## config.mk

```make
export PLATFORM = sky130hd
export DESIGN_NAME = ipr_ctrl
export DESIGN_NICKNAME = d
export VERILOG_FILES = /design/src/sv/ipr_pkg.sv /design/src/sv/ipr_ctrl.sv
export SDC_FILE = /design/constraint.sdc
export NUM_CORES = 1
export LEC_CHECK = 0
export BUFFER_PORTS_ARGS = -buffer_cell sky130_fd_sc_hd__buf_4
export CAP_MARGIN = 20
export CORE_MARGIN = 3
export CORE_UTILIZATION = 40
export CTS_CLUSTER_DIAMETER = 120
export DETAILED_ROUTE_END_ITERATION = 10
export PLACE_DENSITY = 0.64
export REMOVE_ABC_BUFFERS = 1
export SYNTH_ARGS = -nofsm -noshare
export SYNTH_HDL_FRONTEND = slang
export SYNTH_SLANG_ARGS = --single-unit
```

## constraint.sdc

```tcl
create_clock -name clk_i -period 7.35 [get_ports clk_i]
set_input_delay 1.1025 -clock clk_i [delete_from_list [all_inputs] [get_ports clk_i]]
set_output_delay 1.1025 -clock clk_i [all_outputs]
set_load 0.01 [all_outputs]
```

## src/sv/ipr_pkg.sv

```systemverilog
// ----------------------------------------------------------------------------
// ipr_pkg
// Types, codes and sizes shared by the IPv4 range table search core.
// ----------------------------------------------------------------------------
package ipr_pkg;

  localparam int unsigned TABLE_DEPTH = 8192;
  localparam int unsigned IDX_W       = $clog2(TABLE_DEPTH);
  localparam int unsigned CNT_W       = $clog2(TABLE_DEPTH + 1);
  localparam int unsigned EIDX_W      = 13;
  localparam int unsigned CMP_W       = (CNT_W > EIDX_W) ? CNT_W : EIDX_W;

  localparam logic [1:0] ISP_MAX = 2'd2;

  typedef enum logic [1:0] {
    CMD_CLEAR  = 2'd0,
    CMD_APPEND = 2'd1,
    CMD_LOOKUP = 2'd2,
    CMD_READ   = 2'd3
  } cmd_e;

  typedef enum logic [1:0] {
    ST_OK    = 2'd0,
    ST_FULL  = 2'd1,
    ST_RANGE = 2'd2
  } status_e;

  typedef struct packed {
    cmd_e              command;
    logic [31:0]       lookup_ip;
    logic [31:0]       new_first;
    logic [31:0]       new_last;
    logic [1:0]        new_isp;
    logic [EIDX_W-1:0] entry_index;
  } in_t;

  typedef struct packed {
    logic        hit;
    logic [1:0]  hit_isp;
    logic [31:0] hit_first;
    logic [31:0] hit_last;
    status_e     status;
  } out_t;

  typedef struct packed {
    logic [1:0]  isp;
    logic [31:0] last;
    logic [31:0] first;
  } entry_t;

  localparam int unsigned ENTRY_W = $bits(entry_t);

  typedef struct packed {
    logic valid;
    out_t data;
  } ctrl_res_t;

  function automatic out_t entry_res(entry_t e);
    out_t r;
    r.hit       = 1'b1;
    r.hit_isp   = e.isp;
    r.hit_first = e.first;
    r.hit_last  = e.last;
    r.status    = ST_OK;
    return r;
  endfunction

endpackage

```

## src/sv/ipr_ctrl.sv

```systemverilog
// ----------------------------------------------------------------------------
// ipr_ctrl
// Command sequencer: entry count, append writes, indexed reads and the
// one-probe-per-cycle binary search over the range memory.
// ----------------------------------------------------------------------------
module ipr_ctrl import ipr_pkg::*; (
  input  logic             clk_i,
  input  logic             rst_ni,
  input  logic             in_valid_i,
  output logic             in_stall_o,
  input  in_t              in_data_i,
  output ctrl_res_t        res_o,
  input  logic             res_take_i,
  output logic             mem_we_o,
  output logic [IDX_W-1:0] mem_waddr_o,
  output entry_t           mem_wdata_o,
  output logic             mem_re_o,
  output logic [IDX_W-1:0] mem_raddr_o,
  input  entry_t           mem_rdata_i
);

  localparam logic [1:0] S_IDLE   = 2'd0;
  localparam logic [1:0] S_SEARCH = 2'd1;
  localparam logic [1:0] S_READ   = 2'd2;
  localparam logic [1:0] S_DONE   = 2'd3;

  logic [1:0]       state_q, state_d;
  logic [CNT_W-1:0] count_q, count_d;
  logic [CNT_W-1:0] lo_q, lo_d;
  logic [CNT_W-1:0] hi_q, hi_d;
  logic [CNT_W-1:0] mid_q, mid_d;
  logic [31:0]      ip_q, ip_d;
  out_t             res_q, res_d;

  logic [CNT_W-1:0] cnt_m1, first_mid;
  logic [CNT_W-1:0] nlo, nhi, nmid;
  logic [CNT_W:0]   msum;
  logic [CMP_W-1:0] idx_ext, cnt_ext;
  logic             below, above;

  assign cnt_m1    = count_q - CNT_W'(1);
  assign first_mid = cnt_m1 >> 1;
  assign idx_ext   = CMP_W'(in_data_i.entry_index);
  assign cnt_ext   = CMP_W'(count_q);

  assign below = ip_q < mem_rdata_i.first;
  assign above = ip_q > mem_rdata_i.last;

  always_comb begin
    nlo = lo_q;
    nhi = hi_q;
    if (below) begin
      nhi = mid_q;
    end else begin
      nlo = mid_q + CNT_W'(1);
    end
  end

  assign msum = {1'b0, nlo} + {1'b0, nhi} - (CNT_W + 1)'(1);
  assign nmid = msum[CNT_W:1];

  assign mem_wdata_o.isp   = in_data_i.new_isp;
  assign mem_wdata_o.first = in_data_i.new_first;
  assign mem_wdata_o.last  = in_data_i.new_last;
  assign mem_waddr_o       = count_q[IDX_W-1:0];

  always_comb begin
    state_d     = state_q;
    count_d     = count_q;
    lo_d        = lo_q;
    hi_d        = hi_q;
    mid_d       = mid_q;
    ip_d        = ip_q;
    res_d       = res_q;
    mem_we_o    = 1'b0;
    mem_re_o    = 1'b0;
    mem_raddr_o = '0;
    unique case (state_q)
      S_IDLE: begin
        if (in_valid_i) begin
          ip_d  = in_data_i.lookup_ip;
          res_d = '0;
          unique case (in_data_i.command)
            CMD_CLEAR: begin
              count_d = '0;
              state_d = S_DONE;
            end
            CMD_APPEND: begin
              if (count_q >= CNT_W'(TABLE_DEPTH)) begin
                res_d.status = ST_FULL;
              end else if (in_data_i.new_isp <= ISP_MAX) begin
                mem_we_o = 1'b1;
                count_d  = count_q + CNT_W'(1);
              end
              state_d = S_DONE;
            end
            CMD_LOOKUP: begin
              lo_d = '0;
              hi_d = count_q;
              if (count_q == '0) begin
                state_d = S_DONE;
              end else begin
                mem_re_o    = 1'b1;
                mem_raddr_o = first_mid[IDX_W-1:0];
                mid_d       = first_mid;
                state_d     = S_SEARCH;
              end
            end
            CMD_READ: begin
              if (idx_ext < cnt_ext) begin
                mem_re_o    = 1'b1;
                mem_raddr_o = idx_ext[IDX_W-1:0];
                state_d     = S_READ;
              end else begin
                res_d.status = ST_RANGE;
                state_d      = S_DONE;
              end
            end
            default: state_d = S_DONE;
          endcase
        end
      end
      S_SEARCH: begin
        if (!below && !above) begin
          res_d   = entry_res(mem_rdata_i);
          state_d = S_DONE;
        end else begin
          lo_d = nlo;
          hi_d = nhi;
          if (nlo < nhi) begin
            mem_re_o    = 1'b1;
            mem_raddr_o = nmid[IDX_W-1:0];
            mid_d       = nmid;
          end else begin
            state_d = S_DONE;
          end
        end
      end
      S_READ: begin
        res_d   = entry_res(mem_rdata_i);
        state_d = S_DONE;
      end
      S_DONE: begin
        if (res_take_i) begin
          state_d = S_IDLE;
        end
      end
      default: state_d = S_IDLE;
    endcase
  end

  assign in_stall_o = state_q != S_IDLE;
  assign res_o.valid = state_q == S_DONE;
  assign res_o.data  = res_q;

  always_ff @(posedge clk_i or negedge rst_ni) begin
    if (!rst_ni) begin
      state_q <= S_IDLE;
      count_q <= '0;
    end else begin
      state_q <= state_d;
      count_q <= count_d;
    end
  end

  always_ff @(posedge clk_i) begin
    lo_q  <= lo_d;
    hi_q  <= hi_d;
    mid_q <= mid_d;
    ip_q  <= ip_d;
    res_q <= res_d;
  end

endmodule

```

After elaboration in Yosys (flattened, before gate mapping)
Index checks and enable logic that the tools add are counted.

Register bits: 159. Logic and storage cells: 107.

Muxes and demuxes: 52. Reduce and logical (&&, ||, !) cells: 17. Equal/unequal tests: 16. $add $sub $neg: 5. Order comparisons: 6.

Operator list (count): two-way mux 14 bit (15); case mux 69 bit (3 select lines) (1); two-way mux 69 bit (2); case mux 14 bit (2 select lines) (4); two-way mux 13 bit (5); case mux 13 bit (2 select lines) (2); > comparator 32 bit (1); < comparator 32 bit (1); adder 14 x 1 -> 14 bit, second input constant (2); adder 14 x 14 -> 15 bit (1); subtractor 15 x 1 -> 15 bit, second input constant (1); greater-or-equal comparator 14 bit, second input constant (1); logical NOT 14 bit (1); < comparator 13 x 14 -> 1 bit (1); < comparator 14 bit (1); inequality test 2 bit, second input constant (7); subtractor 14 x 1 -> 14 bit, second input constant (1); two-way mux 1 bit (12); two-way mux 2 bit (6); equality test 2 bit, second input constant (4); case mux 2 bit (4 select lines) (1); case mux 2 bit (3 select lines) (1); AND reduction 3 bit (2); AND reduction 6 bit (1); other kinds (15) (22).

Logic depth before layout (Yosys ltp)
Gate-level depths: netlist of the first run.

Depth in word-level cells: 7. Gate-level depth with buffers: 24. Depth with buffers taken out: 23.

Worst setup path before layout of the first run
OpenSTA, ideal clock, no wires.

Kind: input to output. Start: input mem_rdata_i[23] (netlist name). End: output mem_raddr_o[12]. Setup slack: 0.757 ns. Cell stages on the path: 24. Data arrival time: 5.491 ns. Path through: inv_1 -> ha_1 -> a21oi_1 -> o21ai_1 -> a221oi_1 -> nand3_1 -> nor2_2 -> clkbuf_1 -> nor2_1 -> a21oi_1 -> inv_1 -> ha_1 -> inv_1 -> fa_1 -> nor2b_1 -> o21a_1 -> o22ai_1 -> a311o_1 -> a2111oi_0 -> or2_2 -> a41oi_2 -> o21ai_1 -> xnor2_1 -> o22ai_1.

Word-level cells in the longest chain between the ends: 7. Elaborated cells between the ends (all ways): 11.

RTL lines: from (decl) (RTL line ipr_ctrl.sv:19) `input entry_t mem_rdata_i`; < comparator 32 bit (*) (RTL line ipr_ctrl.sv:46) `assign below = ip_q < mem_rdata_i.first;`; two-way mux 14 bit (*) (RTL line ipr_ctrl.sv:52) `if (below) begin`; via nlo[2] (RTL line ipr_ctrl.sv:36) `logic [CNT_W-1:0] nlo, nhi, nmid;`; adder 14 x 14 -> 15 bit (RTL line ipr_ctrl.sv:59) `assign msum = {1'b0, nlo} + {1'b0, nhi} - (CNT_W + 1)'(1);`; subtractor 15 x 1 -> 15 bit (RTL line ipr_ctrl.sv:59); two-way mux 13 bit (*) (RTL line ipr_ctrl.sv:130) `if (nlo < nhi) begin`; two-way mux 13 bit (*) (RTL line ipr_ctrl.sv:124) `if (!below && !above) begin`; case mux 13 bit (2 select lines) (*) (RTL line ipr_ctrl.sv:78) `unique case (state_q)`; to (decl) (RTL line ipr_ctrl.sv:18) `output logic [IDX_W-1:0] mem_raddr_o,`.

The timed path passes the listed nets; every way through them passes the cells marked *.

Worst setup path after layout of the first run
Start: input mem_rdata_i[15] (netlist name). End: output mem_raddr_o[11].

Word-level cells in the longest chain between the ends: 7. Elaborated cells between the ends (all ways): 11.

RTL lines (RTL line): < comparator 32 bit (*) (ipr_ctrl.sv:46); two-way mux 14 bit (ipr_ctrl.sv:52); adder 14 x 14 -> 15 bit (ipr_ctrl.sv:59); subtractor 15 x 1 -> 15 bit (ipr_ctrl.sv:59); two-way mux 13 bit (ipr_ctrl.sv:130); two-way mux 13 bit (*) (ipr_ctrl.sv:124); case mux 13 bit (2 select lines) (*) (ipr_ctrl.sv:78).

Mark *: on every way between the ends. The rest lies on a longest branch, timed or not.

==> summary.md, run 1 <==
| Metric | Value |
|---|---|
| Status | `complete, no violations` |
| Most frequent cells in the layout | `buf_4, edfxtp_1, inv_1, ha_1, nor2_1` |
| Total number of yosys warnings | `0` |
| DRT antenna net count | `0` |
| Number of cell rows | `59` |
| Worst path required time | `6.25 ns` |
| Area delta synth->final | `19.4%` |
| Final setup fails | `0` |
| Pint | `3.39 mW` |
| Sequential share of power | `0.303` |
| Switching Fraction | `0.426` |
| Fin crit period | `6.94 ns` |
| Synthesis-stage register bit count | `159` |
| Syn Std Cell Area | `0.0108 mm^2` |
| Power Dens Cells | `457 mW/mm^2` |
| Router iterations before antenna repair | `5` |
| Fin area | `0.0129 mm^2` |
| Area leader, netlist | `edfxtp_1` |
| DR vias | `roughly 8300` |
| Final hold vios | `0` |
| Nets | `1511` |
| RSZ-0062 raised after global routing | `false` |
| CP Launch Type | `input port` |
| Tot Pwr | `5.91 mW` |
| Sequential share of the synthesized area | `0.434` |
| ANT cells | `0` |
| Post-synth top area share | `0.397` |
| Routed Wire Length | `32.5 mm` |
| Overflow after GRT | `0` |
| CTS Buffer Depth | `2` |
| Crit-path max FO | `5` |
| Peak VDD IR | `0.332 mV` |
| Die Area | `0.0291 mm^2` |
| Setup CP Type | `input port to output port` |
| Gpl congestion | `0.869` |
| Switching power | `around 2.5 mW` |
| Worst Reg-to-Reg Cells | `19` |
| Post-Place Cell Area | `0.0122 mm^2` |
| Die height | `171 um` |
| First-pass GRT wire length | `48.5 mm` |
| Syn Inst Count | `between 1000 and 1500` |
| Filler cell count | `2446` |
| Synth area leaders | `edfxtp_1, ha_1, buf_4` |
| Leakage | `5.74 nW` |
| Post-synth EDFFs | `143` |
| Fraction of layout cells with a size suffix above 1 | `0.241` |
| # H-tree levels | `4` |
| Most common cell after layout, fill and taps aside | `buf_4` |
| Number of global-route vias before repair | `8215` |
| Slew headroom | `0.294` |
| DRT iter0 DRCs | `634` |
| Initial Util | `0.411` |
| Final setup TNS | `0 ns` |
| Final number of max-transition violations | `0` |
| Final Core Density | `0.491` |
| Largest net degree at the start of global routing | `between 70 and 80` |
| Logic pwr share | `0.543` |
| Ys async rst share | `0.101` |
| Clock Sinks | `approximately 160` |
| Worst Path Arrival | `5.84 ns` |
| Die X | `171 um` |
| Residual DRC | `0` |
| GRT Util Overall | `0.220` |
| Least-Margin Pin Slew | `about 1.1 ns` |
| Vias/cell | `5.34` |
| Post-DP HPWL | `around 26 mm` |
| Clock Pin Slew Worst Setup and Hold Paths | `about 0.08 ns` |
| WL per Instance | `20.9 um` |
| CTS buffer count | `17` |
| Post-Syn Area per Cell | `10.1 um^2` |
| Tcrit/Tclk final | `0.945` |
| MaxCap Viol Count | `0` |
| Clock root cell | `clkbuf_16` |
| Upper clock frequency limit | `0.144 GHz` |
| Element type at the critical path end | `output port` |
| Skew final | `~0.02 ns` |
| Synth cell types | `between 70 and 80` |
| Buffers on Ports | `~220` |
| Initial antenna violation count | `1` |
| CTS tree | `done` |
| IO Count | `about 350` |
| Hold_buf cts | `0` |
| Core area | `approximately 0.026 mm^2` |
| Share of power burned in the clock network | `0.154` |
| Dominant synthesized flop cell | `edfxtp_1` |
| Worst hold path type | `input port to async pin` |
| Worst skew pair latency | `0.44 ns` |
## cell families (layout without fill, tap and decap cells)
kind of cell	after synthesis	after routing	synth area share
buffers and inverters	231	381	0.108
XOR/XNOR	44	44	0.0356
flip-flops	159	159	0.434
adder cells (fa/ha/maj)	121	121	0.140
AND/OR/NAND/NOR	302	302	0.145
multiplexers	27	27	0.0253
AO/OA/AOI/OAI	189	189	0.112
## what timing repair did
action	4_1_cts	5_1_grt
setup endpoints to repair	0	4
gates resized for setup	0	11
setup buffers	0	3
## synth_stat cells (all sizes together) (6+ instances only)
cell / instances
edfxtp: 143
nor2: 87
buf: 86
dfrtp: 16
a21o: 13
nand2b: 7
xnor2: 31
nand4: 10
nor4: 6
ha: 117
o21ai: 36
nor2b: 6
and2: 67
o22ai: 14
nand2: 48
xor2: 13
inv: 119
mux2i: 24
a21oi: 76
a211oi: 7
nand3: 32
nor3: 18
clkbuf: 26
## metal layers
layer	up-vias	global-route usage	routed length [um]	share of wire
met4	8	0.0423	330	0.010
met5	-	0.0635	249	0.0077
met1	3912	0.301	14900	0.46
li1	3960	-	-	-
met3	32	0.120	4090	0.13
met2	415	0.304	12900	0.40
## flip-flops by register name, summed over array words and instances, names as in the netlist
register	flops
cnt_ext	14
hi_q	14
ip_q	32
lo_q	14
mid_q	14
res_o	69
state_q	2
## through the flow
step	std cells	setup WS (ns)	hold WS (ns)
floorplan	961	0.573	0.491
global placement	1522	0.240	0.515
detailed placement	1523	0.136	0.524
CTS	1555	0.107	0.506
global route	1558	0.0117	0.515
finish	1558	0.406	0.516
## final timing paths
| path | slack (ns) | endpoint | startpoint |
|---|---|---|---|
| worst max-delay path | 0.41 | mem_raddr_o[11] | mem_rdata_i[15] |
| worst min-delay path | 0.52 | cnt_ext[1] | rst_ni |
| worst max register to register | 2.19 | mid_q[11] | ip_q[31] |
| worst min register to register | 0.54 | state_q[1] | state_q[1] |
| max in group asynchronous | 6.63 | cnt_ext[10] | rst_ni |
| min in group clk_i | 0.54 | state_q[1] | state_q[1] |
## power groups by stage
| stage | sequential, mW | combinational (mW) | clock, mW |
|---|---|---|---|
| finish | 1.79 | 3.21 | 0.911 |
| global route | 1.83 | 3.57 | 0.976 |
| CTS | 1.79 | 3.20 | 0.930 |
| detailed placement | 1.80 | 3.17 | 0 |
| global placement | 1.80 | 3.14 | 0 |
| floorplan | 1.85 | 1.98 | 0 |
## worst max-delay path: stages
cell      delay [ns]
buf_4           0.09
inv_1           0.04
ha_1            0.28
nand2_1         0.09
nor4_2          0.38
nand2_1         0.20
a31o_2          0.29
nand2_2         0.19
mux2i_1         0.35
ha_1            0.33
ha_1            0.32
a211oi_1        0.37
o21bai_1        0.13
maj3_1          0.40
nand2_1         0.12
a211o_1         0.19
nand3_1         0.09
mux2i_1         0.19
nor3_2          0.09
xnor2_1         0.26
o22ai_1         0.15
buf_4           0.18
## final cells by class
cell class | instances | area [um^2] | area share
timing repair buffer | 230 | 1730 | 0.134
sequential | 159 | 4690 | 0.363
multi-input combinational | 683 | 5020 | 0.388
clock buffer | 17 | 425 | 0.0329
clock inverter | 15 | 193 | 0.0149
tap | 335 | 419 | 0.0324
inverter | 119 | 447 | 0.0345
Power figures use the tool's default switching activity.
==> run 2: changes to the inputs <==
--- a/config.mk
+++ b/config.mk
@@ -8,10 +8,10 @@
 export BUFFER_PORTS_ARGS = -buffer_cell sky130_fd_sc_hd__buf_4
 export CAP_MARGIN = 20
 export CORE_MARGIN = 3
-export CORE_UTILIZATION = 40
+export CORE_UTILIZATION = 50
 export CTS_CLUSTER_DIAMETER = 120
 export DETAILED_ROUTE_END_ITERATION = 10
-export PLACE_DENSITY = 0.64
+export PLACE_DENSITY = 0.78
 export REMOVE_ABC_BUFFERS = 1
 export SYNTH_ARGS = -nofsm -noshare
 export SYNTH_HDL_FRONTEND = slang
==> summary.md, run 2 (same netlist as run 1, synthesis figures left out) <==
| Metric | Value |
|---|---|
| Worst path required time | `6.25 ns (about the same)` |
| Clock root cell | `clkbuf_16` |
| Fin Hold WS | `0.517 ns (+0.00105 ns)` |
| Final setup fails | `0 (unchanged)` |
| CP Launch Type | `input port` |
| Setup CP Type | `input port to output port` |
| Vias/cell | `5.61 (+4.9%)` |
| Final number of max-transition violations | `0 (unchanged)` |
| Most frequent cells in the layout | `buf_4, edfxtp_1, inv_1, ha_1, nor2_1` |
| MaxCap Viol Count | `0 (unchanged)` |
| DR vias | `8378 (+0.61%)` |
| First-pass GRT wire length | `49.6 mm (+2.3%)` |
| Nets | `1507 (-0.26%)` |
| Number of placed cells counting well taps | `1462 (-4.0%)` |
| Leakage | `5.71 nW (-0.53%)` |
| Gpl congestion | `0.945 (+8.7%)` |
| Tcrit/Tclk final | `0.952 (+0.00763)` |
| Clock Pin Slew Worst Setup and Hold Paths | `0.07 ns (about the same)` |
| Setup Buffers After CTS | `0 (unchanged)` |
| Element type at the critical path end | `output port` |
| Initial antenna violation count | `0 (-1)` |
| Fraction of layout cells with a size suffix above 1 | `0.239 (-0.00249)` |
| Final hold vios | `0 (unchanged)` |
| Router iterations before antenna repair | `7 (+2)` |
| CTS Buffer Depth | `2 (unchanged)` |
| Worst hold path type | `input port to async pin` |
| Crit-path max FO | `9 (+4)` |
| ANT cells | `0 (unchanged)` |
| Non-Filler Instances | `1494 (-4.1%)` |
| Crit path launch | `mem_rdata_i[26]` |
| Slew headroom | `0.286 (-0.00831)` |
| Least-Margin Pin Slew | `1.07 ns (+0.0125 ns)` |
| IO Count | `348 (unchanged)` |
| WL per Instance | `22.6 um (+8.3%)` |
| Number of global-route vias before repair | `8134 (-0.99%)` |
| Worst r2r src | `ip_q[15]` |
| Fin crit period | `7.00 ns (+0.0561 ns)` |
| Die Area | `0.0235 mm^2 (-19%)` |
| Overflow after GRT | `0 (unchanged)` |
| Most common cell after layout, fill and taps aside | `buf_4` |
| Initial Util | `0.512 (+0.101)` |
| Buffers on Ports | `219 (unchanged)` |
| Routed Wire Length | `33.7 mm (+3.8%)` |
| Number of cell rows | `53 (-10%)` |
| Skew final | `0.0109 ns (-0.00950 ns)` |
| Max reg flops | `69 (unchanged)` |
| Core area | `0.0212 mm^2 (-20%)` |
| Hold_buf cts | `0 (unchanged)` |
| Upper clock frequency limit | `0.143 GHz (-0.80%)` |
| Clock Sinks | `159 (unchanged)` |
| DRT antenna net count | `0 (unchanged)` |
| # H-tree levels | `4 (unchanged)` |
| Post-DP HPWL | `27.2 mm (+5.7%)` |
| GRT Util Overall | `0.281 (+0.0602)` |
| Peak VDD IR | `0.372 mV (+12%)` |
| Status | `complete, no violations` |
| Power Dens Cells | `462 mW/mm^2 (+0.98%)` |
| Area delta synth->final | `18.2%` |
| Worst skew pair latency | `0.44 ns (about the same)` |
| Residual DRC | `0 (unchanged)` |
| CTS tree | `done` |
| Largest net degree at the start of global routing | `71 (unchanged)` |
| DRT iter0 DRCs | `569 (-10%)` |
| Die height | `153 um (-10%)` |
| Die X | `153 um (-10%)` |
| Post-CTS Resized | `0 (unchanged)` |
| CTS buffer count | `17 (unchanged)` |
| Worst Path Arrival | `5.90 ns (+0.06 ns)` |
## run 2: final cells by class
class                      count  area [um^2]
clock inverter                15          184
inverter                     119          447
sequential                   159         4690
tap                          275          344
fill                        1735         8350
timing repair buffer         226         1700
multi-input combinational    683         5010
clock buffer                  17          425
## run 2: worst paths after layout
check	slack (ns)	cells after the start	end
hold reg to reg	0.54	1	state_q[1]
setup reg to reg	2.15	21	mid_q[12]
min in group clk_i	0.54	1	state_q[1]
setup / recovery	0.35	24	mem_raddr_o[12]
max in group asynchronous	6.63	1	cnt_ext[10]
hold / removal	0.52	1	cnt_ext[0]
## run 2: metal layers
| metal | GRT usage | vias up | share of wire |
|---|---|---|---|
| li1 | - | 3938 | - |
| met1 | 0.352 | 3896 | 0.40 |
| met2 | 0.421 | 499 | 0.43 |
| met3 | 0.159 | 39 | 0.14 |
| met4 | 0.0590 | 6 | 0.016 |
| met5 | 0.0600 | - | 0.0059 |
## run 2: critical path, cell delays in order
cell       delay (ns)
buf_4            0.09
inv_1            0.04
ha_1             0.32
nand4_1          0.18
nor4_2           0.37
nand2_2          0.15
a31oi_4          0.28
nor2_4           0.08
buf_4            0.17
a21oi_1          0.27
inv_1            0.09
ha_1             0.35
ha_1             0.37
nor2b_1          0.15
o21a_1           0.17
o22ai_1          0.17
a311o_1          0.28
a2111oi_1        0.10
or2_2            0.29
a41oi_2          0.19
o21ai_1          0.11
xnor2_1          0.22
o22ai_1          0.16
buf_4            0.18
## run 2: through the flow
step / instance area (um^2) / utilization / setup TNS, ns / power (mW) / setup slack (ns)
CTS: 12800 / 0.604 / 0 / 5.89 / 0.192
detailed placement: 12200 / 0.575 / 0 / 4.95 / 0.221
global route: 12800 / 0.605 / -0.0105 / 6.34 / -0.0105
global placement: 12200 / 0.574 / 0 / 4.88 / 0.371
floorplan: 10100 / - / 0 / 3.83 / 0.573
finish: 12800 / 0.605 / 0 / 5.91 / 0.350
## run 2: where the power goes
| part | total [mW] | switching, mW | internal (mW) |
|---|---|---|---|
| Sequential | 1.80 | 0.232 | 1.57 |
| Combinational | 3.20 | 1.85 | 1.36 |
| Clock | 0.903 | 0.439 | 0.464 |
| Total | 5.91 | 2.52 | 3.39 |
